[config.mk]
export PLATFORM = sky130hd
export DESIGN_NAME = vstl_div_stage
export DESIGN_NICKNAME = d
export VERILOG_FILES = /design/src/rtl/vstl_pkg.sv /design/src/rtl/vstl_div_stage.sv
export SDC_FILE = /design/constraint.sdc
export NUM_CORES = 1
export LEC_CHECK = 0
export BUFFER_PORTS_ARGS = -buffer_cell sky130_fd_sc_hd__buf_2
export CELL_PAD_IN_SITES_DETAIL_PLACEMENT = 0
export CELL_PAD_IN_SITES_GLOBAL_PLACEMENT = 1
export CORE_AREA = 2 2 281 283
export CTS_CLUSTER_SIZE = 12
export DETAILED_ROUTE_END_ITERATION = 12
export DIE_AREA = 0 0 283 285
export PLACE_DENSITY = 0.5
export SYNTH_ARGS = -nofsm -noshare
export SYNTH_HDL_FRONTEND = slang
export SYNTH_SLANG_ARGS = --single-unit
[constraint.sdc]
create_clock -name clk -period 2.7 [get_ports clk]
set_input_delay 0 -clock clk [delete_from_list [all_inputs] [get_ports clk]]
set_output_delay 0 -clock clk [all_outputs]
set_load 0.02 [all_outputs]
[src/rtl/vstl_pkg.sv]
// ----------------------------------------------------------------------------
// vstl_pkg
// Types and constants shared by the vector scale-to-length pipeline.
// ----------------------------------------------------------------------------
package vstl_pkg;

  localparam int WORD_BITS = 32;
  localparam int LEN_BITS  = WORD_BITS - 1;
  localparam int PROD_BITS = 2 * WORD_BITS - 1;  // |c| * len
  localparam int SUM_BITS  = 2 * WORD_BITS;      // 3 * c^2 still fits

  typedef logic [WORD_BITS-1:0] word_t;
  typedef logic [PROD_BITS-1:0] prod_t;

  typedef struct packed {
    logic signed [WORD_BITS-1:0] comp_x;
    logic signed [WORD_BITS-1:0] comp_y;
    logic signed [WORD_BITS-1:0] comp_z;
    logic        [LEN_BITS-1:0]  target_len;
  } in_req_t;

  typedef struct packed {
    logic signed [WORD_BITS-1:0] out_x;
    logic signed [WORD_BITS-1:0] out_y;
    logic signed [WORD_BITS-1:0] out_z;
    logic                        was_zero;
    logic                        saturated;
  } out_res_t;

  // Square-root pipeline word: radicand shifts out two bits per stage.
  typedef struct packed {
    logic [SUM_BITS-1:0]  s;
    logic [WORD_BITS:0]   rem;
    word_t                root;
    prod_t [2:0]          prod;
    logic [2:0]           neg;
    logic [LEN_BITS-1:0]  len;
    logic                 zero;
  } sq_t;

  // One divider lane per component.
  typedef struct packed {
    word_t rem;
    word_t quo;
    word_t dlo;
    logic  ovf;
    logic  neg;
  } div_lane_t;

  typedef struct packed {
    div_lane_t [2:0]     lane;
    word_t               root;
    logic [LEN_BITS-1:0] len;
    logic                zero;
  } div_t;

endpackage

[src/rtl/vstl_div_stage.sv]
// ----------------------------------------------------------------------------
// vstl_div_stage
// One registered quotient bit of a restoring divide, three lanes wide.
// ----------------------------------------------------------------------------
module vstl_div_stage (
  input  logic           clk,
  input  logic           rst_n,
  input  logic           vld_i,
  input  vstl_pkg::div_t d_i,
  output logic           vld_o,
  output vstl_pkg::div_t d_o
);
  import vstl_pkg::*;

  logic [WORD_BITS:0] r2   [3];
  logic [WORD_BITS:0] diff [3];
  logic [2:0]         ge;
  div_t               d_nxt;
  logic               vld_r;
  div_t               d_r;

  always_comb begin
    d_nxt = d_i;
    for (int i = 0; i < 3; i++) begin
      r2[i]   = {d_i.lane[i].rem, d_i.lane[i].dlo[WORD_BITS-1]};
      ge[i]   = (r2[i] >= {1'b0, d_i.root});
      diff[i] = r2[i] - {1'b0, d_i.root};
      d_nxt.lane[i].rem = ge[i] ? diff[i][WORD_BITS-1:0] : r2[i][WORD_BITS-1:0];
      d_nxt.lane[i].quo = {d_i.lane[i].quo[WORD_BITS-2:0], ge[i]};
      d_nxt.lane[i].dlo = {d_i.lane[i].dlo[WORD_BITS-2:0], 1'b0};
    end
  end

  always_ff @(posedge clk) begin
    if (!rst_n) begin
      vld_r <= 1'b0;
    end else begin
      vld_r <= vld_i;
    end
    d_r <= d_nxt;
  end

  assign vld_o = vld_r;
  assign d_o   = d_r;

endmodule

==> results of run 1 <==
## worst max-delay path, stage by stage
cell and delay (ps):
dlygate4sd3_1 620, buf_2 180, ha_1 300, o21a_1 180, o31a_1 120, o31a_1 270, or3_4 390, nand3b_4 120
o21ai_2 90, a31oi_4 240, a22oi_4 90, buf_12 190, mux2_4 310
## power by group
| part | switching [W] | internal (W) | leakage (nW) |
|---|---|---|---|
| combinational | 0.00262 | 0.00216 | 8.66 |
| sequential | 0.000216 | 0.00578 | 3.00 |
| clock | 0.00264 | 0.00414 | 0.793 |
## per-layer routing
layer / wire length (um) / up-vias / part of all wire
met5: 143 / - / 0.0015
met4: 2190 / 20 / 0.023
met3: 5670 / 102 / 0.060
met2: 49900 / 478 / 0.53
met1: 36100 / 7253 / 0.38
li1: - / 7254 / -
## logic make-up (layout without fill, tap and decap cells)
logic type | after synthesis | in the layout
AOI/OAI and AO/OA | 328 | 328
muxes | 70 | 70
adders and majority gates | 99 | 99
and+or+nand+nor | 289 | 289
other | 1 | 20
xor gates and xnor gates | 73 | 73
DFF | 356 | 356
buffers and inverters | 107 | 1428
## placed cells by master (no fill, tap or decap), types with 28 or more instances in the layout
| master | count |
|---|---|
| dlygate4sd3_1 | 355 |
| nand2_1 | 92 |
| mux2_4 | 51 |
| nor2_1 | 55 |
| a21o_1 | 46 |
| clkbuf_16 | 48 |
| dfxtp_1 | 356 |
| ha_1 | 80 |
| buf_4 | 200 |
| xnor2_1 | 45 |
| a21oi_1 | 92 |
| o21ai_0 | 76 |
| inv_1 | 50 |
| buf_2 | 711 |
| xor2_1 | 28 |
## what timing repair did
item	4_1_cts	5_1_grt
endpoints found under the hold margin	354	8
hold buffers	355	5
setup endpoints to repair	0	94
buffers inserted	0	6
gates resized for setup	0	77
## stage by stage
step | std cells | instance area, um2 | total power, W | util
after global placement | 3246 | 20300 | 0.0104 | 0.261
after detailed placement | 3246 | 20300 | 0.0103 | 0.261
after CTS | 3684 | 25500 | 0.0177 | 0.327
after floorplan | 1325 | 14000 | 0.00825 | -
after global routing | 3709 | 26100 | 0.0184 | 0.335
final | 3713 | 26100 | 0.0175 | 0.335
## sequential cells by signal (all words and copies together), names as in the netlist
signal,flops
vld_o,1
d_o,355
## area by class of cell
| type | instances | area, um2 | area share |
|---|---|---|---|
| Clock inverter | 24 | 377 | 0.0144 |
| Inverter | 58 | 230 | 0.00882 |
| Antenna cell | 17 | 42.5 | 0.00163 |
| Multi-Input combinational cell | 862 | 6760 | 0.259 |
| Clock buffer | 59 | 1280 | 0.0490 |
| Timing Repair Buffer | 1287 | 8970 | 0.344 |
| Sequential cell | 356 | 7130 | 0.273 |
| Tap cell | 1050 | 1310 | 0.0503 |
## path summary, 6_finish.rpt
path / endpoint / start / slack, ps / cells after the start
max: d_o[330] / d_i[327] / 30 / 13
min: d_o[32] / d_i[32] / -320 / 1
==> run metrics, run 1 <==
die boundary height=between 200 and 300 um; row count=103; Post-synth EDFFs=0; busiest grt layer=met2; hold slack=-324 ps; first-pass GRT wire length=128000 um; Starting Density=0.180; post-route setup slack=26.8 ps; core area=a little under 80000 um2; GRT overflow=0; status=complete, but fails checks; Post-Syn Area=roughly 14000 um2; P_leak=around 12 nW; pin count of the biggest net entering global routing=43; initial DRC count=between 600 and 700; post-synthesis cell count=between 1000 and 1500; largest family of logic cells by synthesized area=compound AO/OA/AOI/OAI gates; # setup viols final=0; post-synth cell types=75; sequential-to-total area share from yosys stat=0.508; Yosys top cell area share=0.508; Slew headroom=0.666; synth top area cells=dfxtp_1 51%, ha_1 8.6%, mux2_4 5.5%; most instantiated library cell after synthesis=dfxtp_1; router iterations before antenna repair=6; PortBufs=between 700 and 800; YS warnings=0; post-route setup TNS=0 ps; DRC violations left=0; vias in the first global route=roughly 16000; synthesized area per cell=roughly 11 um2; Final period util=0.990; Num CTS Buffers=46; post-route antenna net violation count=0; num ports=720; failing checks=hold timing; share of layout cells above drive strength 1=0.426; fillers=8130; Die X=roughly 280 um; critical path type=input pin to flip-flop; worst vdd ir=0.364 mV; main flop type after synthesis=dfxtp_1; Wirelength per Cell=between 20 and 30 um; met3 track demand over resource=0.0599; clock tree buffer depth=3; post-synthesis mux area share=0.0687; Yosys top cell by area=dfxtp_1; CTS H-tree depth=2; Max Clock Freq=roughly 370 MHz; Via density=4.07; Synth Area in Compound Gates=0.150; area grow syn2layout=86.2%; max-slew violations=0; Root Driver=clkbuf_16; Post-Route WL=approximately 94000 um; Least-Margin Pin Slew=around 500 ps; Post-Synth Adder-Cell Area=0.0900; Total Routing Usage GR=0.224; met2 GRT Util=0.429; dpl ws=-186 ps; Final #Nets=around 3100; hpwl dp=approximately 80000 um; min Tclk post-route=roughly 2700 ps; Setup crit end kind=flip-flop; data arrival time of the critical path=around 3100 ps; PD cells=672 nW/um2; CP Launch Type=input pin; via count=15100; Hold Crit Class=input pin to flip-flop; TritonCTS clock tree=yes; most instantiated cells after synthesis=356 x dfxtp_1, 99 x a21oi_1, 96 x ha_1; crit-path max FO=21; XOR/XNOR Fraction of Synth Area=0.0456; GRT met1 Usage=0.245; GP Congestion=roughly 0.94; flops & latches, synth=between 300 and 400; required time worst endpoint=3160 ps; Clock Pin Slew Worst Setup and Hold Paths=60 ps; Post-Synth Simple-Gate Area=0.104; initial antenna violation count=33; Max-cap violations=0; ys async rst share=0; Sinks on Clock Net=about 360; Hold Violations, Final=3; die area=~81000 um2
(Power assumes the default switching activity.)
==> run 2: changes to the inputs <==
- ABC_AREA: not set -> 1
- CORE_AREA: 2 2 281 283 -> 2 2 277 279
- DIE_AREA: 0 0 283 285 -> 0 0 279 281
- PLACE_DENSITY: 0.5 -> 0.58
==> run 2 against run 1 <==
Effect of this change:
- the flow now finishes without violations
- combinational power fell by 7.5%
- wire length rose by 12%
- sequential share of layout area fell by 0.20 points
- sequential power barely moved
- first-iteration DRC count rose by 37%
- count of clock-buffer cells in the layout fell by 1
- non-clock buffer count fell by 195
- critical path type unchanged
- largest power group unchanged
==> run metrics, run 2 <==
status=finished, final reports clean; most instantiated cells after synthesis=853 x nand2_1, 389 x inv_1, 356 x dfxtp_1; via count=18000 (+19%); TritonCTS clock tree=yes; worst vdd ir=0.409 mV (+12%); GP Congestion=0.977 (+3.5%); Post-Syn Area=16300 um2 (+16%); initial antenna violation count=43 (+30%); Final period util=0.897 (-0.0930); Max Clock Freq=413 MHz (+10%); synth top area cells=dfxtp_1 44%, nand2_1 20%, inv_1 8.9%; most common cell after layout, fill and taps aside=nand2_1; Hold Violations, Final=0 (-3); post-route antenna net violation count=0 (unchanged); die boundary height=281 um (-1.4%); most instantiated library cell after synthesis=nand2_1; critical path type=input pin to flip-flop; num ports=720 (unchanged); post-synth cell types=33 (-56%); clock tree buffer depth=3 (unchanged); share of layout cells above drive strength 1=0.260 (-0.166); post-route setup TNS=0 ps (unchanged); PD cells=642 nW/um2 (-4.6%); P_leak=14.4 nW (+16%); number of flip-flops in the largest register=355 (unchanged); area used by multi-input combinational logic=7480 um2 (+11%); min Tclk post-route=2420 ps (-251 ps); Yosys top cell by area=dfxtp_1; Hold Startpoint=d_i[29]; required time worst endpoint=3170 ps (about the same); Max-cap violations=0 (unchanged); Root Driver=clkbuf_16; DRC violations left=0 (unchanged); synthesized area per cell=7.21 um2 (-32%); Final #Nets=3835 (+25%); YS warnings=0 (unchanged); CTS H-tree depth=2 (unchanged); CP Launch Point=d_i[51]; Yosys top cell area share=0.437 (-0.0718); Least-Margin Pin Slew=497 ps (-1.58 ps); core area=75400 um2 (-3.2%); storage element area=7130 um2 (unchanged); ys async rst share=0 (unchanged); initial DRC count=872 (+37%); area grow syn2layout=61.1%; # setup viols final=0 (unchanged); crit-path max FO=5 (-76%); Slew headroom=0.666 (about the same); first-pass GRT wire length=144000 um (+13%); Post-Route WL=105000 um (+12%); Via density=4.09 (+0.54%); most frequent cells in the layout=853 x nand2_1, 713 x buf_2, 389 x inv_1, 356 x dfxtp_1, 354 x dlygate4sd3_1; Die X=279 um (-1.4%); Sinks on Clock Net=356 (unchanged); die area=78400 um2 (-2.8%); pin count of the biggest net entering global routing=36 (-16%); Post-synth EDFFs=0 (unchanged); unrepaired setup endpoints after global routing=false; router iterations before antenna repair=5 (-1); Total Routing Usage GR=0.263 (+0.0386); flops & latches, synth=356 (unchanged); quantity of gates resized following cts=0 (unchanged); max-slew violations=0 (unchanged); post-synthesis cell count=2265 (+71%); fillers=8297 (+2.1%); row count=101 (-1.9%); Clock Pin Slew Worst Setup and Hold Paths=60 ps (about the same); Starting Density=0.216 (+0.0366); Power Total=0.0169 W (-3.9%); main flop type after synthesis=dfxtp_1; Hold Crit Class=input pin to flip-flop; sequential-to-total area share from yosys stat=0.437 (-0.0718); Wirelength per Cell=23.9 um (-5.6%); Setup crit end kind=flip-flop; Finished Layout Cells=4407 (+19%); PortBufs=713 (unchanged); hpwl dp=89500 um (+12%); vias in the first global route=18600 (+15%); Placed Cells incl. Taps=3952 (+22%); Num CTS Buffers=45 (-2.2%); data arrival time of the critical path=2900 ps (-240 ps); CP Launch Type=input pin; GRT overflow=0 (unchanged)
-- run 2: final timing paths --
| kind | cells after the start | slack [ps] | end |
|---|---|---|---|
| setup / recovery | 15 | 280 | d_o[259] |
| hold / removal | 2 | 40 | d_o[29] |
-- run 2: worst max-delay path: stages --
cell and delay [ps]:
dlygate4sd3_1 710, buf_2 190, inv_1 50, buf_4 170, ha_1 390, nand2_1 130
nor2_1 130, inv_1 90, nor3_1 400, and2_1 210, nand2_1 70, nand2_1 80
nand2_1 50, nand3_1 130, nand2_1 100
-- run 2: area by class of cell --
type,count,area share
antenna,19,0.00181
clock buffer,58,0.0477
clock inverter,24,0.0121
inverter,400,0.0571
multi-input combinational,1480,0.285
sequential,356,0.271
tap,978,0.0465
timing repair buffer,1092,0.279
-- run 2: what timing repair did --
action,4_1_cts,5_1_grt
endpoints found under the hold margin,353,0
hold buffers,354,0
buffers inserted,0,0
-- run 2: where the power goes --
| group | internal, W | switching [W] | total, W |
|---|---|---|---|
| clock | 0.00380 | 0.00268 | 0.00648 |
| sequential | 0.00575 | 0.000223 | 0.00598 |
| combinational | 0.00156 | 0.00285 | 0.00441 |
| total | 0.0111 | 0.00576 | 0.0169 |
-- run 2: through the flow --
step           hold slack (ps)  area, um2  utilization  worst slack [ps]
3_3_place_gp               102      21100        0.280               289
5_1_grt                   18.7      26300        0.348               125
3_5_place_dp               104      21100        0.280               290
6_report                  38.6      26300        0.348               278
4_1_cts                   1.55      26200        0.348               329
2_1_floorplan             27.7      16300            -              1200
-- run 2: layer usage --
metal  global-route usage  vias to the layer above  part of all wire
li1                     -                     9144                 -
met1                0.322                     8158              0.43
met2                0.442                      544              0.46
met3               0.0651                      149             0.061
met4                0.103                       32             0.043
met5                    0                        -            0.0020
-- run 2: cells by family after synthesis --
family | Yosys count | share of synthesized area
DFF | 356 | 0.437
buffers and inverters | 431 | 0.106
xor gates and xnor gates | 42 | 0.0225
and+or+nand+nor | 1266 | 0.335
other | 1 | 0.000230
AOI/OAI and AO/OA | 70 | 0.0225
adders and majority gates | 99 | 0.0773
==> run 3: changes to the inputs <==
- RECOVER_POWER: not set -> 50
==> run 3 against run 2 <==
Effect of this change:
- setup slack improved by 11 ps
- worst hold slack worse by 0.76 ps
- non-clock buffer count unchanged
- combinational power down 0.9%
- wire length about the same
- count of clock-buffer cells in the layout unchanged
- critical path depth fell by 1
- critical endpoint unchanged
==> run metrics, run 3 (synthesis gave the netlist of run 2 again) <==
num ports=720 (unchanged); Starting Density=0.216 (unchanged); post-route setup slack=289 ps (+10.7 ps); met2 GRT Util=0.442 (unchanged); min Tclk post-route=2410 ps (-10.7 ps); Max Clock Freq=415 MHz (+0.44%); core area=75400 um2 (unchanged); status=finished, final reports clean; NetSw=0.00576 W (about the same); Total Routing Usage GR=0.263 (unchanged); row count=101 (unchanged); busiest grt layer=met2; Sinks on Clock Net=356 (unchanged); unrepaired setup endpoints after global routing=false; Final period util=0.893 (-0.00397); Die X=279 um (unchanged); crit-path max FO=4 (-1); data arrival time of the critical path=2890 ps (about the same); TritonCTS clock tree=yes; die boundary height=281 um (unchanged); Hold Crit Class=input pin to flip-flop; area grow syn2layout=60.0%; Sw Ratio=0.342 (+0.00114); post-route setup TNS=0 ps (unchanged); required time worst endpoint=3170 ps (about the same); most frequent cells in the layout=853 x nand2_1, 562 x buf_2, 389 x inv_1, 356 x dfxtp_1, 354 x dlygate4sd3_1; max-slew violations=0 (unchanged); router iterations before antenna repair=6 (+1); DRC violations left=0 (unchanged); Wirelength per Cell=23.9 um (-0.18%); vias in the first global route=18600 (unchanged); internal power=0.0111 W (-0.41%); number of flip-flops in the largest register=355 (unchanged); first-pass GRT wire length=144000 um (unchanged); Post-Route WL=105000 um (about the same); GRT met1 Usage=0.322 (unchanged); PortBufs=713 (unchanged); PD cells=645 nW/um2 (+0.45%); initial DRC count=908 (+4.1%); Clock Pin Slew Worst Setup and Hold Paths=60 ps (about the same); clock tree buffer depth=3 (unchanged); die area=78400 um2 (unchanged); Clock Power Share=0.385 (about the same); Hold Violations, Final=0 (unchanged); Via density=4.08 (-0.27%); initial antenna violation count=42 (-2.3%); Slew headroom=0.571 (-0.0959); Num CTS Buffers=45 (unchanged); share of layout cells above drive strength 1=0.216 (-0.0443); Root Driver=clkbuf_16; GRT overflow=0 (unchanged); via count=18000 (-0.18%); met3 track demand over resource=0.0651 (unchanged); Final #Nets=3835 (unchanged); sequential power share=0.355 (about the same); Setup crit end kind=flip-flop; # setup viols final=0 (unchanged); share of power burned in combinational logic=0.259 (-0.002); pin count of the biggest net entering global routing=36 (unchanged); Max-cap violations=0 (unchanged); dpl ws=290 ps (unchanged); worst vdd ir=0.409 mV (-0.20%); GP Congestion=0.977 (unchanged); hpwl dp=89500 um (unchanged); CP Launch Type=input pin; post-route antenna net violation count=0 (unchanged); CTS H-tree depth=2 (unchanged); critical path type=input pin to flip-flop; most common cell after layout, fill and taps aside=nand2_1; Setup Buffers After CTS=0 (unchanged); Least-Margin Pin Slew=644 ps (+148 ps); P_leak=14.0 nW (-2.9%)
-- run 3: power by group through the flow --
stage	combinational (W)	clock [W]	sequential (W)
final	0.00437	0.00648	0.00598
after global routing	0.00478	0.00687	0.00601
after floorplan	0.00161	0	0.00663
after CTS	0.00446	0.00666	0.00598
after detailed placement	0.00397	0	0.00609
after global placement	0.00398	0	0.00610
-- run 3: final cells by class --
class                           instances  area [um2]
Antenna cell                           23        57.6
Clock buffer                           58        1250
Clock inverter                         24         319
Fill cell                            8357       49300
Inverter                              400        1500
Multi-Input combinational cell       1480        7480
Sequential cell                       356        7130
Tap cell                              978        1220
Timing Repair Buffer                 1092        7150
-- run 3: what timing repair did --
item | in CTS | in global routing
hold endpoints to repair | 353 | 0
hold buffers | 354 | 0
gates resized for setup | 0 | 0
-- run 3: stage by stage --
step                power [W]  instances   util  hold WS, ps  cell area, um2
floorplan             0.00824       2267      -         27.7           16300
global placement       0.0101       3952  0.280          102           21100
detailed placement     0.0101       3952  0.280          104           21100
CTS                    0.0171       4388  0.348         1.55           26200
global route           0.0177       4396  0.346         18.7           26100
finish                 0.0168       4411  0.346         37.8           26100
-- run 3: path summary, 6_finish.rpt --
path | slack, ps | endpoint | depth (start not counted) | start
setup / recovery | 290 | d_o[259] | 14 | d_i[46]
hold / removal | 40 | d_o[108] | 2 | d_i[107]
-- run 3: layer usage --
metal  routed length (um)  up-vias
met4                 4670       32
met1                45300     8122
met2                48700      542
li1                     -     9146
met3                 6370      153
met5                  211        -
-- run 3: critical path, stage by stage --
cell	delay, ps
dlygate4sd3_1	620
clkbuf_1	140
inv_1	240
ha_1	450
nand2_1	130
nor2_1	330
and2_1	180
nand2_1	50
nand2_1	260
nand2_1	120
nand2_1	70
nand2_1	50
nand3_1	130
nand2_1	110
