## src/rtl/vstl_pkg.sv

```systemverilog
// ----------------------------------------------------------------------------
// vstl_pkg
// Types and constants shared by the vector scale-to-length pipeline.
// ----------------------------------------------------------------------------
package vstl_pkg;

  localparam int WORD_BITS = 32;
  localparam int LEN_BITS  = WORD_BITS - 1;
  localparam int PROD_BITS = 2 * WORD_BITS - 1;  // |c| * len
  localparam int SUM_BITS  = 2 * WORD_BITS;      // 3 * c^2 still fits

  typedef logic [WORD_BITS-1:0] word_t;
  typedef logic [PROD_BITS-1:0] prod_t;

  typedef struct packed {
    logic signed [WORD_BITS-1:0] comp_x;
    logic signed [WORD_BITS-1:0] comp_y;
    logic signed [WORD_BITS-1:0] comp_z;
    logic        [LEN_BITS-1:0]  target_len;
  } in_req_t;

  typedef struct packed {
    logic signed [WORD_BITS-1:0] out_x;
    logic signed [WORD_BITS-1:0] out_y;
    logic signed [WORD_BITS-1:0] out_z;
    logic                        was_zero;
    logic                        saturated;
  } out_res_t;

  // Square-root pipeline word: radicand shifts out two bits per stage.
  typedef struct packed {
    logic [SUM_BITS-1:0]  s;
    logic [WORD_BITS:0]   rem;
    word_t                root;
    prod_t [2:0]          prod;
    logic [2:0]           neg;
    logic [LEN_BITS-1:0]  len;
    logic                 zero;
  } sq_t;

  // One divider lane per component.
  typedef struct packed {
    word_t rem;
    word_t quo;
    word_t dlo;
    logic  ovf;
    logic  neg;
  } div_lane_t;

  typedef struct packed {
    div_lane_t [2:0]     lane;
    word_t               root;
    logic [LEN_BITS-1:0] len;
    logic                zero;
  } div_t;

endpackage

```

## src/rtl/vstl_sqrt_stage.sv

```systemverilog
// ----------------------------------------------------------------------------
// vstl_sqrt_stage
// One registered digit of a restoring integer square root.
// ----------------------------------------------------------------------------
module vstl_sqrt_stage (
  input  logic          clk,
  input  logic          rst_n,
  input  logic          vld_i,
  input  vstl_pkg::sq_t d_i,
  output logic          vld_o,
  output vstl_pkg::sq_t d_o
);
  import vstl_pkg::*;

  logic [WORD_BITS+1:0] rcat;
  logic [WORD_BITS+1:0] trial;
  logic [WORD_BITS+1:0] diff;
  logic                 ge;
  sq_t                  d_nxt;
  logic                 vld_r;
  sq_t                  d_r;

  always_comb begin
    rcat  = {d_i.rem[WORD_BITS-1:0], d_i.s[SUM_BITS-1 -: 2]};
    trial = {d_i.root, 2'b01};
    ge    = (rcat >= trial);
    diff  = rcat - trial;
    d_nxt      = d_i;
    d_nxt.s    = {d_i.s[SUM_BITS-3:0], 2'b00};
    d_nxt.rem  = ge ? diff[WORD_BITS:0] : rcat[WORD_BITS:0];
    d_nxt.root = {d_i.root[WORD_BITS-2:0], ge};
  end

  always_ff @(posedge clk) begin
    if (!rst_n) begin
      vld_r <= 1'b0;
    end else begin
      vld_r <= vld_i;
    end
    d_r <= d_nxt;
  end

  assign vld_o = vld_r;
  assign d_o   = d_r;

endmodule

```

## config.mk

```make
export PLATFORM = sky130hd
export DESIGN_NAME = vstl_sqrt_stage
export DESIGN_NICKNAME = d
export VERILOG_FILES = /design/src/rtl/vstl_pkg.sv /design/src/rtl/vstl_sqrt_stage.sv
export SDC_FILE = /design/constraint.sdc
export NUM_CORES = 1
export LEC_CHECK = 0
export BUFFER_PORTS_ARGS = -buffer_cell sky130_fd_sc_hd__buf_2
export CORE_AREA = 3 3 274 276
export CTS_BUF_LIST = sky130_fd_sc_hd__clkbuf_8
export DETAILED_ROUTE_END_ITERATION = 10
export DIE_AREA = 0 0 277 279
export GPL_TIMING_DRIVEN = 0
export PLACE_DENSITY = 0.36
export SYNTH_ARGS = -nofsm -noshare
export SYNTH_HDL_FRONTEND = slang
export SYNTH_SLANG_ARGS = --single-unit
```

## constraint.sdc

```tcl
create_clock -name clk -period 2.6 [get_ports clk]
set_input_delay 0 -clock clk [delete_from_list [all_inputs] [get_ports clk]]
set_output_delay 0 -clock clk [all_outputs]
set_load 0.02 [all_outputs]
```

==> results of run 1 <==
-- per-stage QoR --
stage | instances | setup TNS, ns | utilization | setup WS, ns
floorplan | 729 | 0 | - | 0.360
global placement | 2394 | -8.05 | 0.198 | -0.382
detailed placement | 2394 | -7.87 | 0.198 | -0.379
-- cells by family after synthesis --
kind of cell | Yosys count | synth area share
XOR/XNOR | 24 | 0.0218
buffers and inverters | 55 | 0.0262
adder cells (fa/ha/maj) | 34 | 0.0440
other | 1 | 0.000388
multiplexers | 21 | 0.0294
flip-flops | 352 | 0.729
AO/OA/AOI/OAI | 123 | 0.0851
AND/OR/NAND/NOR | 118 | 0.0641
==> impl_metrics.tcl, run 1 <==
set metrics [dict create \
    status "aborted with a tool error" \
    haltStage "4_1_cts" \
    first-error "[ERROR RSZ-0060] Max buffer count reached." \
    synth-edff-count 0 \
    synthesis.area_mm2 0.00966 \
    port_buffers 706 \
    synth_warnings 0 \
    globalplace.congestion 0.860 \
    die_h_um 279 \
    post_cts.repair.setup_buffers 0 \
    synth_top_area_cell "dfxtp_1" \
    ys_top_cells_by_area "dfxtp_1 73%, ha_1 4.4%, mux2_4 2.0%" \
    seq_area_frac_synth 0.729 \
    synth-async-reset-ratio 0 \
    cts_buffers 72 \
    ctsResizeCount 0 \
    cts_buffer_depth 3 \
    synthCells 728 \
    dp_hpwl_um 50200 \
    cts_root_buf "clkbuf_8" \
    synth_top_area_frac 0.729 \
    synth_common_cells "352 x dfxtp_1, 41 x inv_1, 36 x a21oi_1" \
    yosysMostFrequentCell "dfxtp_1" \
    synthFlopType "dfxtp_1" \
    hold_buffers 506 \
    yosys.cell_types.count 61 \
    h-tree-depth 3 \
    synth_area_per_cell_um2 13.3 \
    die_x_um 277 \
    initial_core_util 0.133 \
    place_area_mm2 0.0144 \
    clkSinkCount 352 \
    row_count 99 \
    synth_seq_cells 352 \
    num_io_pins 710 \
]
==> inputs of run 2 (changes only) <==
- CORE_AREA: 3 3 274 276 -> 3 3 279 281
- CTS_BUF_LIST: sky130_fd_sc_hd__clkbuf_8 -> unset
- DIE_AREA: 0 0 277 279 -> 0 0 282 284
- PLACE_DENSITY: 0.36 -> unset
- PLACE_DENSITY_LB_ADDON: unset -> 0.15
==> run 2 against run 1 <==
Compared with the run above:
- the run now ends clean
- synthesized cell count did not move
- area after synthesis unchanged
==> impl_metrics.tcl, run 2 <==
set metrics [dict create \
    status "finished clean" \
    wirelength_um 58000 \
    synth_top_area_frac 0.729 \
    clkSinkCount 352 \
    areaGrowthSynthToFinish_pct 103 \
    end_kind "flop" \
    crit_type "input pin to flop" \
    synth_area_per_cell_um2 13.3 \
    yosysMostFrequentCell "dfxtp_1" \
    synth_seq_cells 352 \
    clock.fmax_mhz 398 \
    critPathMaxFanout 10 \
    period_share 0.966 \
    startpoint_type "input pin" \
    globalplace.congestion 0.826 \
    cts_buffer_depth 3 \
    ir_drop_uv 386 \
    antenna_found_initial 27 \
    min_path_type "input pin to flop" \
    h-tree-depth 2 \
    die_area_mm2 0.0801 \
    finalHoldViolations 0 \
    grt_first_pass_wirelength_um 78300 \
    crit_slowest_cell "dlygate4sd3_1" \
    cp.arrival_ns 2.96 \
    mostFrequentLayoutCell "buf_2" \
    min_from "d_i[263]" \
    via_per_inst 3.41 \
    ant_nets 0 \
    track_usage 0.138 \
    synth_warnings 0 \
    p_leak_nw 9.33 \
    grt_max_degree 14 \
    setup_viol 0 \
    drcViolationCount 0 \
    synth_top_area_cell "dfxtp_1" \
    grt_overflow_total 0 \
    synth-async-reset-ratio 0 \
    initial_core_util 0.128 \
    drive_gt1_frac 0.446 \
    row_count 101 \
    final_nets 2227 \
    synthCells 728 \
    grt_pass1_vias 10700 \
    worstPathRequired_ns 3.05 \
    ys_top_cells_by_area "dfxtp_1 73%, ha_1 4.4%, mux2_4 2.0%" \
    cp_slowest_stage_delay_ns 0.53 \
    die_x_um 282 \
    period_minus_slack_ns 2.51 \
    maxCapViolCount 0 \
    yosys.cell_types.count 61 \
    cts_buffers 44 \
    synth-edff-count 0 \
    instances_no_fill 2864 \
    placed_cells 2413 \
    num_io_pins 710 \
    routedWlPerCell_um 20.3 \
    stdcell_area_mm2 0.0196 \
    synthFlopType "dfxtp_1" \
    first_pass_iters 4 \
    worstHoldPathCells 4 \
    final_cell_mix "708 x buf_2, 356 x dlygate4sd3_1, 352 x dfxtp_1" \
    port_buffers 706 \
    cts_tree "yes" \
    vias 9765 \
    coreArea_mm2 0.0757 \
    synthesis.area_mm2 0.00966 \
    die_h_um 284 \
    hold_end "d_o[265]$_DFF_P_" \
    cp_cell_sequence "dlygate4sd3_1, buf_2, ha_1, nand2_1, nor2_4, nand3_1, nor3_1, and3_1, clkbuf_4, nor2_8, inv_6, buf_8, mux2_4" \
    grt_setup_unrepaired "false" \
    seq_area_frac_synth 0.729 \
    power.density_mw_per_mm2 758 \
    slew_headroom 0.576 \
    place_area_mm2 0.0144 \
    cts_root_buf "clkbuf_16" \
    final_max_slew_viol_count 0 \
    synth_common_cells "352 x dfxtp_1, 41 x inv_1, 36 x a21oi_1" \
    largest_register_ffs 351 \
    drt-initial-drc-count 240 \
    dp_hpwl_um 47400 \
    cts.clk_slew.worst_paths_ns 0.06 \
    tightest_slew_ns 0.630 \
]
==> run 2: cell counts after synthesis <==
Identical to the previous run, type by type.
==> run 2: stage by stage <==
| step | hold WS, ns | util | total power, W | setup slack [ns] | TNS (ns) |
|---|---|---|---|---|---|
| floorplan | 0.0277 | - | 0.00702 | 0.360 | 0 |
| global placement | 0.103 | 0.191 | 0.00802 | -0.374 | -7.08 |
| detailed placement | 0.104 | 0.191 | 0.00800 | -0.385 | -7.36 |
| CTS | -0.372 | 0.258 | 0.0152 | 0.000360 | 0 |
| global route | 0.0189 | 0.259 | 0.0156 | 0.00371 | 0 |
| finish | 0.0409 | 0.259 | 0.0149 | 0.0875 | 0 |
==> run 2: cell families (layout without fill, tap and decap cells) <==
| logic type | count (synthesis) | after routing | share of synthesized area |
|---|---|---|---|
| flops | 352 | 352 | 0.729 |
| compound gates | 123 | 123 | 0.0851 |
| simple gates | 118 | 118 | 0.0641 |
| buf+inv | 55 | 1196 | 0.0262 |
| fa+ha+maj | 34 | 34 | 0.0440 |
| xor+xnor | 24 | 24 | 0.0218 |
| mux | 21 | 21 | 0.0294 |
| other cells | 1 | 18 | 0.000388 |
==> run 2: worst max-delay path by stage <==
stage,cells after the start,to,start,slack [ns]
after floorplan,11,d_o[266]$_DFF_P_,d_i[229],0.36
after detailed placement,13,d_o[272]$_DFF_P_,d_i[242],-0.38
after CTS,13,d_o[272]$_DFF_P_,d_i[246],0.0004
after global routing,13,d_o[272]$_DFF_P_,d_i[240],0.004
after global placement,12,d_o[272]$_DFF_P_,d_i[274],-0.37
final,13,d_o[272]$_DFF_P_,d_i[283],0.09
==> run 2: critical path, delay by kind of cell <==
family | cells | cell delay (ns)
mux | 1 | 0.33
simple gates | 6 | 1.05
buf+inv | 5 | 1.22
fa+ha+maj | 1 | 0.33
==> run 2: timing repair <==
item | 4_1_cts | 5_1_grt
setup endpoints to repair | 0 | 19
setup buffers | 0 | 1
gates resized for setup | 0 | 12
endpoints found under the hold margin | 351 | 3
hold buffers | 353 | 3
==> run 2: metal layers <==
metal	global-route usage	wire length, um	vias to the layer above	share of wire
met5	0	84	-	0.0014
met4	0.0409	1650	12	0.028
met3	0.0642	6500	77	0.11
met2	0.243	28400	405	0.49
met1	0.145	21400	4552	0.37
li1	-	-	4719	-
==> run 2: layout make-up <==
type,instances,area (um^2)
Antenna cell,16,40.0
Buffer,12,88.8
Clock buffer,59,1280
Clock inverter,20,275
Fill cell,8080,56100
Inverter,42,163
Multi-Input combinational cell,322,2410
Sequential cell,352,7050
Tap cell,978,1220
Timing Repair Buffer,1063,7100
==> run 2: report_power, final <==
group | switching (W) | total (W) | leakage, nW | internal, W
Clock | 0.00256 | 0.00654 | 0.766 | 0.00398
Combinational | 0.00137 | 0.00248 | 5.59 | 0.00111
Sequential | 0.0000970 | 0.00585 | 2.97 | 0.00576
Total | 0.00403 | 0.0149 | 9.33 | 0.0108
(Power assumes the default switching activity.)
==> inputs of run 3 (changes only) <==
- GPL_TIMING_DRIVEN: 0 -> unset
- clock period: 2.6 -> 2.5 ns (I/O delays scaled with it)
==> run 3 against run 2 <==
Compared with the run above:
- die area unchanged
- non-clock buffer count up 56
- final area rose by 2.3%
- setup slack gained 0.042 ns
- total power up 6.6%
- worst hold slack better by 0.019 ns
- sequential cell count stayed put
- count of clock-buffer cells in the layout rose by 1
- sequential power is 4.3% higher
- via count grew 1.9%
- final cell count increased by 1.9%
- combinational power is 8.9% higher
- critical path type unchanged
- largest cell class unchanged
==> impl_metrics.tcl, run 3 (same netlist as run 2, synthesis figures left out) <==
set metrics [dict create \
    status "finished clean" \
    die_area_mm2 0.0801 \
    via_per_inst 3.41 \
    final_cell_mix "706 x buf_2, 352 x dfxtp_1, 352 x dlygate4sd3_1" \
    num_io_pins 710 \
    ant_nets 0 \
    setup_viol 0 \
    final_nets 2285 \
    grt_overflow_total 0 \
    cp.arrival_ns 2.81 \
    holdWs_ns 0.0603 \
    die_x_um 282 \
    dr_wl_met2_um 27800 \
    min_from "d_i[338]" \
    worstHoldPathCells 2 \
    place_area_mm2 0.0149 \
    wirelength_um 58700 \
    cp_cell_sequence "dlygate4sd3_1, buf_2, inv_1, ha_1, and3_4, and4_4, and3_1, a211o_1, a31o_4, buf_4, or3_1, o31a_1" \
    track_usage 0.139 \
    p_leak_nw 9.64 \
    cts_buffers 46 \
    clkSinkCount 352 \
    period_minus_slack_ns 2.37 \
    dp_hpwl_um 48300 \
    vias 9948 \
    power.total_w 0.0159 \
    drcViolationCount 0 \
    cp_slowest_stage_delay_ns 0.52 \
    routed-wl-met3_um 5610 \
    post_cts.repair.setup_buffers 0 \
    grt_pass1_vias 10900 \
    instances_no_fill 2917 \
    power.density_mw_per_mm2 789 \
    areaGrowthSynthToFinish_pct 108 \
    stdcell_area_mm2 0.0201 \
    crit_type "input pin to flop" \
    cts.clk_slew.worst_paths_ns 0.06 \
    final_util 0.265 \
    grt_max_degree 26 \
    path_buf_inv 4 \
    row_count 101 \
    ir_drop_uv 401 \
    mostFrequentLayoutCell "buf_2" \
    startpoint_type "input pin" \
    clock.fmax_mhz 422 \
    largest_register_ffs 351 \
    fillCellCount 8032 \
    end_kind "flop" \
    min_path_type "input pin to flop" \
    routedWlPerCell_um 20.1 \
    period_share 0.948 \
    cts_buffer_depth 3 \
    drt-initial-drc-count 298 \
    top_layer "met5" \
    path_delay_family "simple AND/OR/NAND/NOR gates" \
    maxCapViolCount 0 \
    critPathMaxFanout 5 \
    worstPathRequired_ns 2.94 \
    drive_gt1_frac 0.466 \
    grt_first_pass_wirelength_um 78900 \
    h-tree-depth 2 \
    grt_setup_unrepaired "true" \
    antenna_found_initial 26 \
    wl_met1_um 22400 \
    hold_end "d_o[340]$_DFF_P_" \
    cts_root_buf "clkbuf_16" \
    coreArea_mm2 0.0757 \
    globalplace.congestion 0.826 \
    finalHoldViolations 0 \
    initial_core_util 0.128 \
    final_max_slew_viol_count 0 \
    die_h_um 284 \
    first_pass_iters 4 \
    crit_slowest_cell "dlygate4sd3_1" \
    port_buffers 706 \
    placed_cells 2473 \
    cts_tree "yes" \
]
[run 3: report_power, final]
group / internal (W) / total, W / switching, W / leakage, nW
clock network: 0.00433 / 0.00705 / 0.00272 / 0.799
logic: 0.00125 / 0.00270 / 0.00145 / 5.87
registers: 0.00599 / 0.00610 / 0.000115 / 2.97
[run 3: repair_timing]
action,CTS,global route
hold buffers,352,0
hold endpoints to repair,351,0
setup endpoints to repair,0,27
gates resized for setup,0,12
[run 3: worst max-delay path by stage]
stage	end	slack, ns	from	cells past startpoint
floorplan	d_o[266]$_DFF_P_	0.26	d_i[229]	11
global placement	d_o[265]$_DFF_P_	-0.12	d_i[243]	11
detailed placement	d_o[265]$_DFF_P_	-0.11	d_i[243]	11
CTS	d_o[265]$_DFF_P_	0.02	d_i[240]	12
global route	d_o[288]$_DFF_P_	-0.001	d_i[224]	13
finish	d_o[287]$_DFF_P_	0.13	d_i[229]	12
[run 3: area by class of cell]
type                    count  area (um^2)  area share
diodes                      7         17.5    0.000872
clock buffers              60         1310      0.0650
clock inverters            25          324      0.0161
inverters                  42          165     0.00822
multi-input cells         322         2390       0.119
flip-flops and latches    352         7050       0.351
well taps                 978         1220      0.0609
repair buffers           1131         7600       0.379
[run 3: layer usage]
layer	vias up	GRT usage
met5	-	0
met4	18	0.0617
met3	119	0.0553
met2	450	0.236
met1	4541	0.152
li1	4820	-
[run 3: per-stage QoR]
step / TNS (ns) / worst slack, ns
global placement: -1.91 / -0.120
global route: -0.00101 / -0.00101
CTS: 0 / 0.0215
finish: 0 / 0.129
detailed placement: -1.64 / -0.114
floorplan: 0 / 0.260
==> inputs of run 4 (changes only) <==
- CELL_PAD_IN_SITES_DETAIL_PLACEMENT: unset -> 0
- CELL_PAD_IN_SITES_GLOBAL_PLACEMENT: unset -> 1
- CORE_AREA: 3 3 279 281 -> 3 3 273 275
- CTS_CLUSTER_DIAMETER: unset -> 60
- DIE_AREA: 0 0 282 284 -> 0 0 276 278
- SLEW_MARGIN: unset -> 20
==> run 4 against run 3 <==
Compared with the run above:
- non-clock buffer count up 12
- die area shrank 4.2%
- count of clock-buffer cells in the layout grew 8
- setup slack worse by 0.026 ns
- utilization rose by 1.5 points
- total power up 3.5%
- critical path type unchanged
- critical endpoint is now d_o[278]$_DFF_P_
- largest power group unchanged
- highest routed layer unchanged
==> impl_metrics.tcl, run 4 (same netlist as run 2, synthesis figures left out) <==
set metrics [dict create \
    die_h_um 278 \
    drt-initial-drc-count 305 \
    crit_type "input pin to flop" \
    grt_overflow_total 0 \
    areaGrowthSynthToFinish_pct 111 \
    first_pass_iters 4 \
    status "finished clean" \
    p_leak_nw 9.79 \
    seq_area_mm2 0.00705 \
    ir_drop_uv 570 \
    stdcell_area_mm2 0.0204 \
    port_buffers 706 \
    dp_hpwl_um 55200 \
    antenna_found_initial 30 \
    cts_root_buf "clkbuf_16" \
    wirelength_um 65600 \
    place_area_mm2 0.0149 \
    row_count 99 \
    clock.fmax_mhz 417 \
    ant_nets 0 \
    globalplace.congestion 0.846 \
    cts.clk_slew.worst_paths_ns 0.06 \
    period_share 0.958 \
    startpoint_type "input pin" \
    power.density_mw_per_mm2 805 \
    worstPathRequired_ns 2.97 \
    drcViolationCount 0 \
    cts_buffers 53 \
    grt_pass1_vias 11000 \
    final_max_slew_viol_count 0 \
    fillCellCount 7724 \
    num_io_pins 710 \
    end_kind "flop" \
    setup_viol 0 \
    worstHoldPathCells 4 \
    hold_end "d_o[265]$_DFF_P_" \
    vias 10100 \
    cts_tree "yes" \
    grt_max_degree 15 \
    cts_buffer_depth 3 \
    finalHoldViolations 0 \
    mostFrequentLayoutCell "buf_2" \
    track_usage 0.165 \
    critPathMaxFanout 10 \
    coreArea_mm2 0.0726 \
    final_nets 2304 \
    grt_first_pass_wirelength_um 89300 \
    initial_core_util 0.133 \
    routedWlPerCell_um 22.4 \
    min_path_type "input pin to flop" \
    maxCapViolCount 0 \
    min_from "d_i[263]" \
    post_cts.repair.setup_buffers 0 \
    multiInputGateArea_mm2 0.00240 \
    largest_register_ffs 351 \
    period_minus_slack_ns 2.40 \
    via_per_inst 3.45 \
    clkSinkCount 352 \
    drive_gt1_frac 0.463 \
    grt_setup_unrepaired "false" \
    final_cell_mix "706 x buf_2, 365 x dlygate4sd3_1, 352 x dfxtp_1" \
    die_area_mm2 0.0767 \
    holdWs_ns 0.0223 \
    die_x_um 276 \
    h-tree-depth 2 \
    cp.arrival_ns 2.87 \
]
## run 4: cell types whose count changed in the layout (fill, tap and decap cells not counted), sizes merged
cell,delta
buf,-2
bufinv,-3
clkbuf,+8
clkinv,+2
clkinvlp,-2
diode,+2
dlygate4sd3,+13
dlymetal6s4s,+1
inv,+8
## run 4: where the power goes
group | switching [W] | internal [W] | total [W] | leakage (nW)
clock | 0.00298 | 0.00452 | 0.00751 | 0.884
sequential | 0.000106 | 0.00599 | 0.00609 | 2.97
combinational | 0.00152 | 0.00127 | 0.00280 | 5.93
## run 4: worst max-delay path: stages
cell,delay (ns)
dlygate4sd3_1,0.60
buf_2,0.15
inv_1,0.07
ha_1,0.37
nand4_1,0.19
nor2_1,0.06
and3_1,0.19
a211o_1,0.28
a31o_4,0.27
nor2_8,0.15
inv_6,0.07
buf_12,0.15
mux2_4,0.29
## run 4: area by class of cell
| cell class | count | area share |
|---|---|---|
| Antenna cell | 9 | 0.00111 |
| Sequential cell | 352 | 0.346 |
| Multi-Input combinational cell | 322 | 0.118 |
| Tap cell | 959 | 0.0589 |
| Clock buffer | 68 | 0.0719 |
| Timing Repair Buffer | 1143 | 0.381 |
| Inverter | 42 | 0.00798 |
| Clock inverter | 30 | 0.0158 |
## run 4: metrics by stage
stage | total power (W) | setup TNS, ns | instances | setup WS [ns] | util
2_1_floorplan | 0.00730 | 0 | 729 | 0.260 | -
4_1_cts | 0.0167 | 0 | 2914 | 0.0645 | 0.280
6_report | 0.0164 | 0 | 2925 | 0.104 | 0.281
3_5_place_dp | 0.00853 | -1.64 | 2452 | -0.109 | 0.205
5_1_grt | 0.0171 | 0 | 2920 | 0.000560 | 0.281
3_3_place_gp | 0.00855 | -2.63 | 2452 | -0.147 | 0.205
## run 4: layer usage
metal / wire length, um / vias up / global-route usage
li1: - / 4875 / -
met1: 27900 / 4696 / 0.205
met2: 29900 / 414 / 0.265
met3: 6390 / 81 / 0.0726
met4: 1250 / 18 / 0.0333
met5: 120 / - / 0
## run 4: timing repair
| action | 4_1_cts | 5_1_grt |
|---|---|---|
| endpoints found under the hold margin | 351 | 2 |
| gates resized for setup | 0 | 11 |
| hold buffers | 364 | 2 |
| setup endpoints to repair | 0 | 25 |
## run 4: how the worst max path moves through the flow
stage / start / endpoint / slack (ns) / cells after the start
4_1_cts: d_i[243] / d_o[278]$_DFF_P_ / 0.06 / 14
2_1_floorplan: d_i[229] / d_o[266]$_DFF_P_ / 0.26 / 11
5_1_grt: d_i[237] / d_o[284]$_DFF_P_ / 0.0006 / 13
3_3_place_gp: d_i[231] / d_o[264]$_DFF_P_ / -0.15 / 15
3_5_place_dp: d_i[231] / d_o[263]$_DFF_P_ / -0.11 / 15
6_report: d_i[237] / d_o[278]$_DFF_P_ / 0.10 / 13
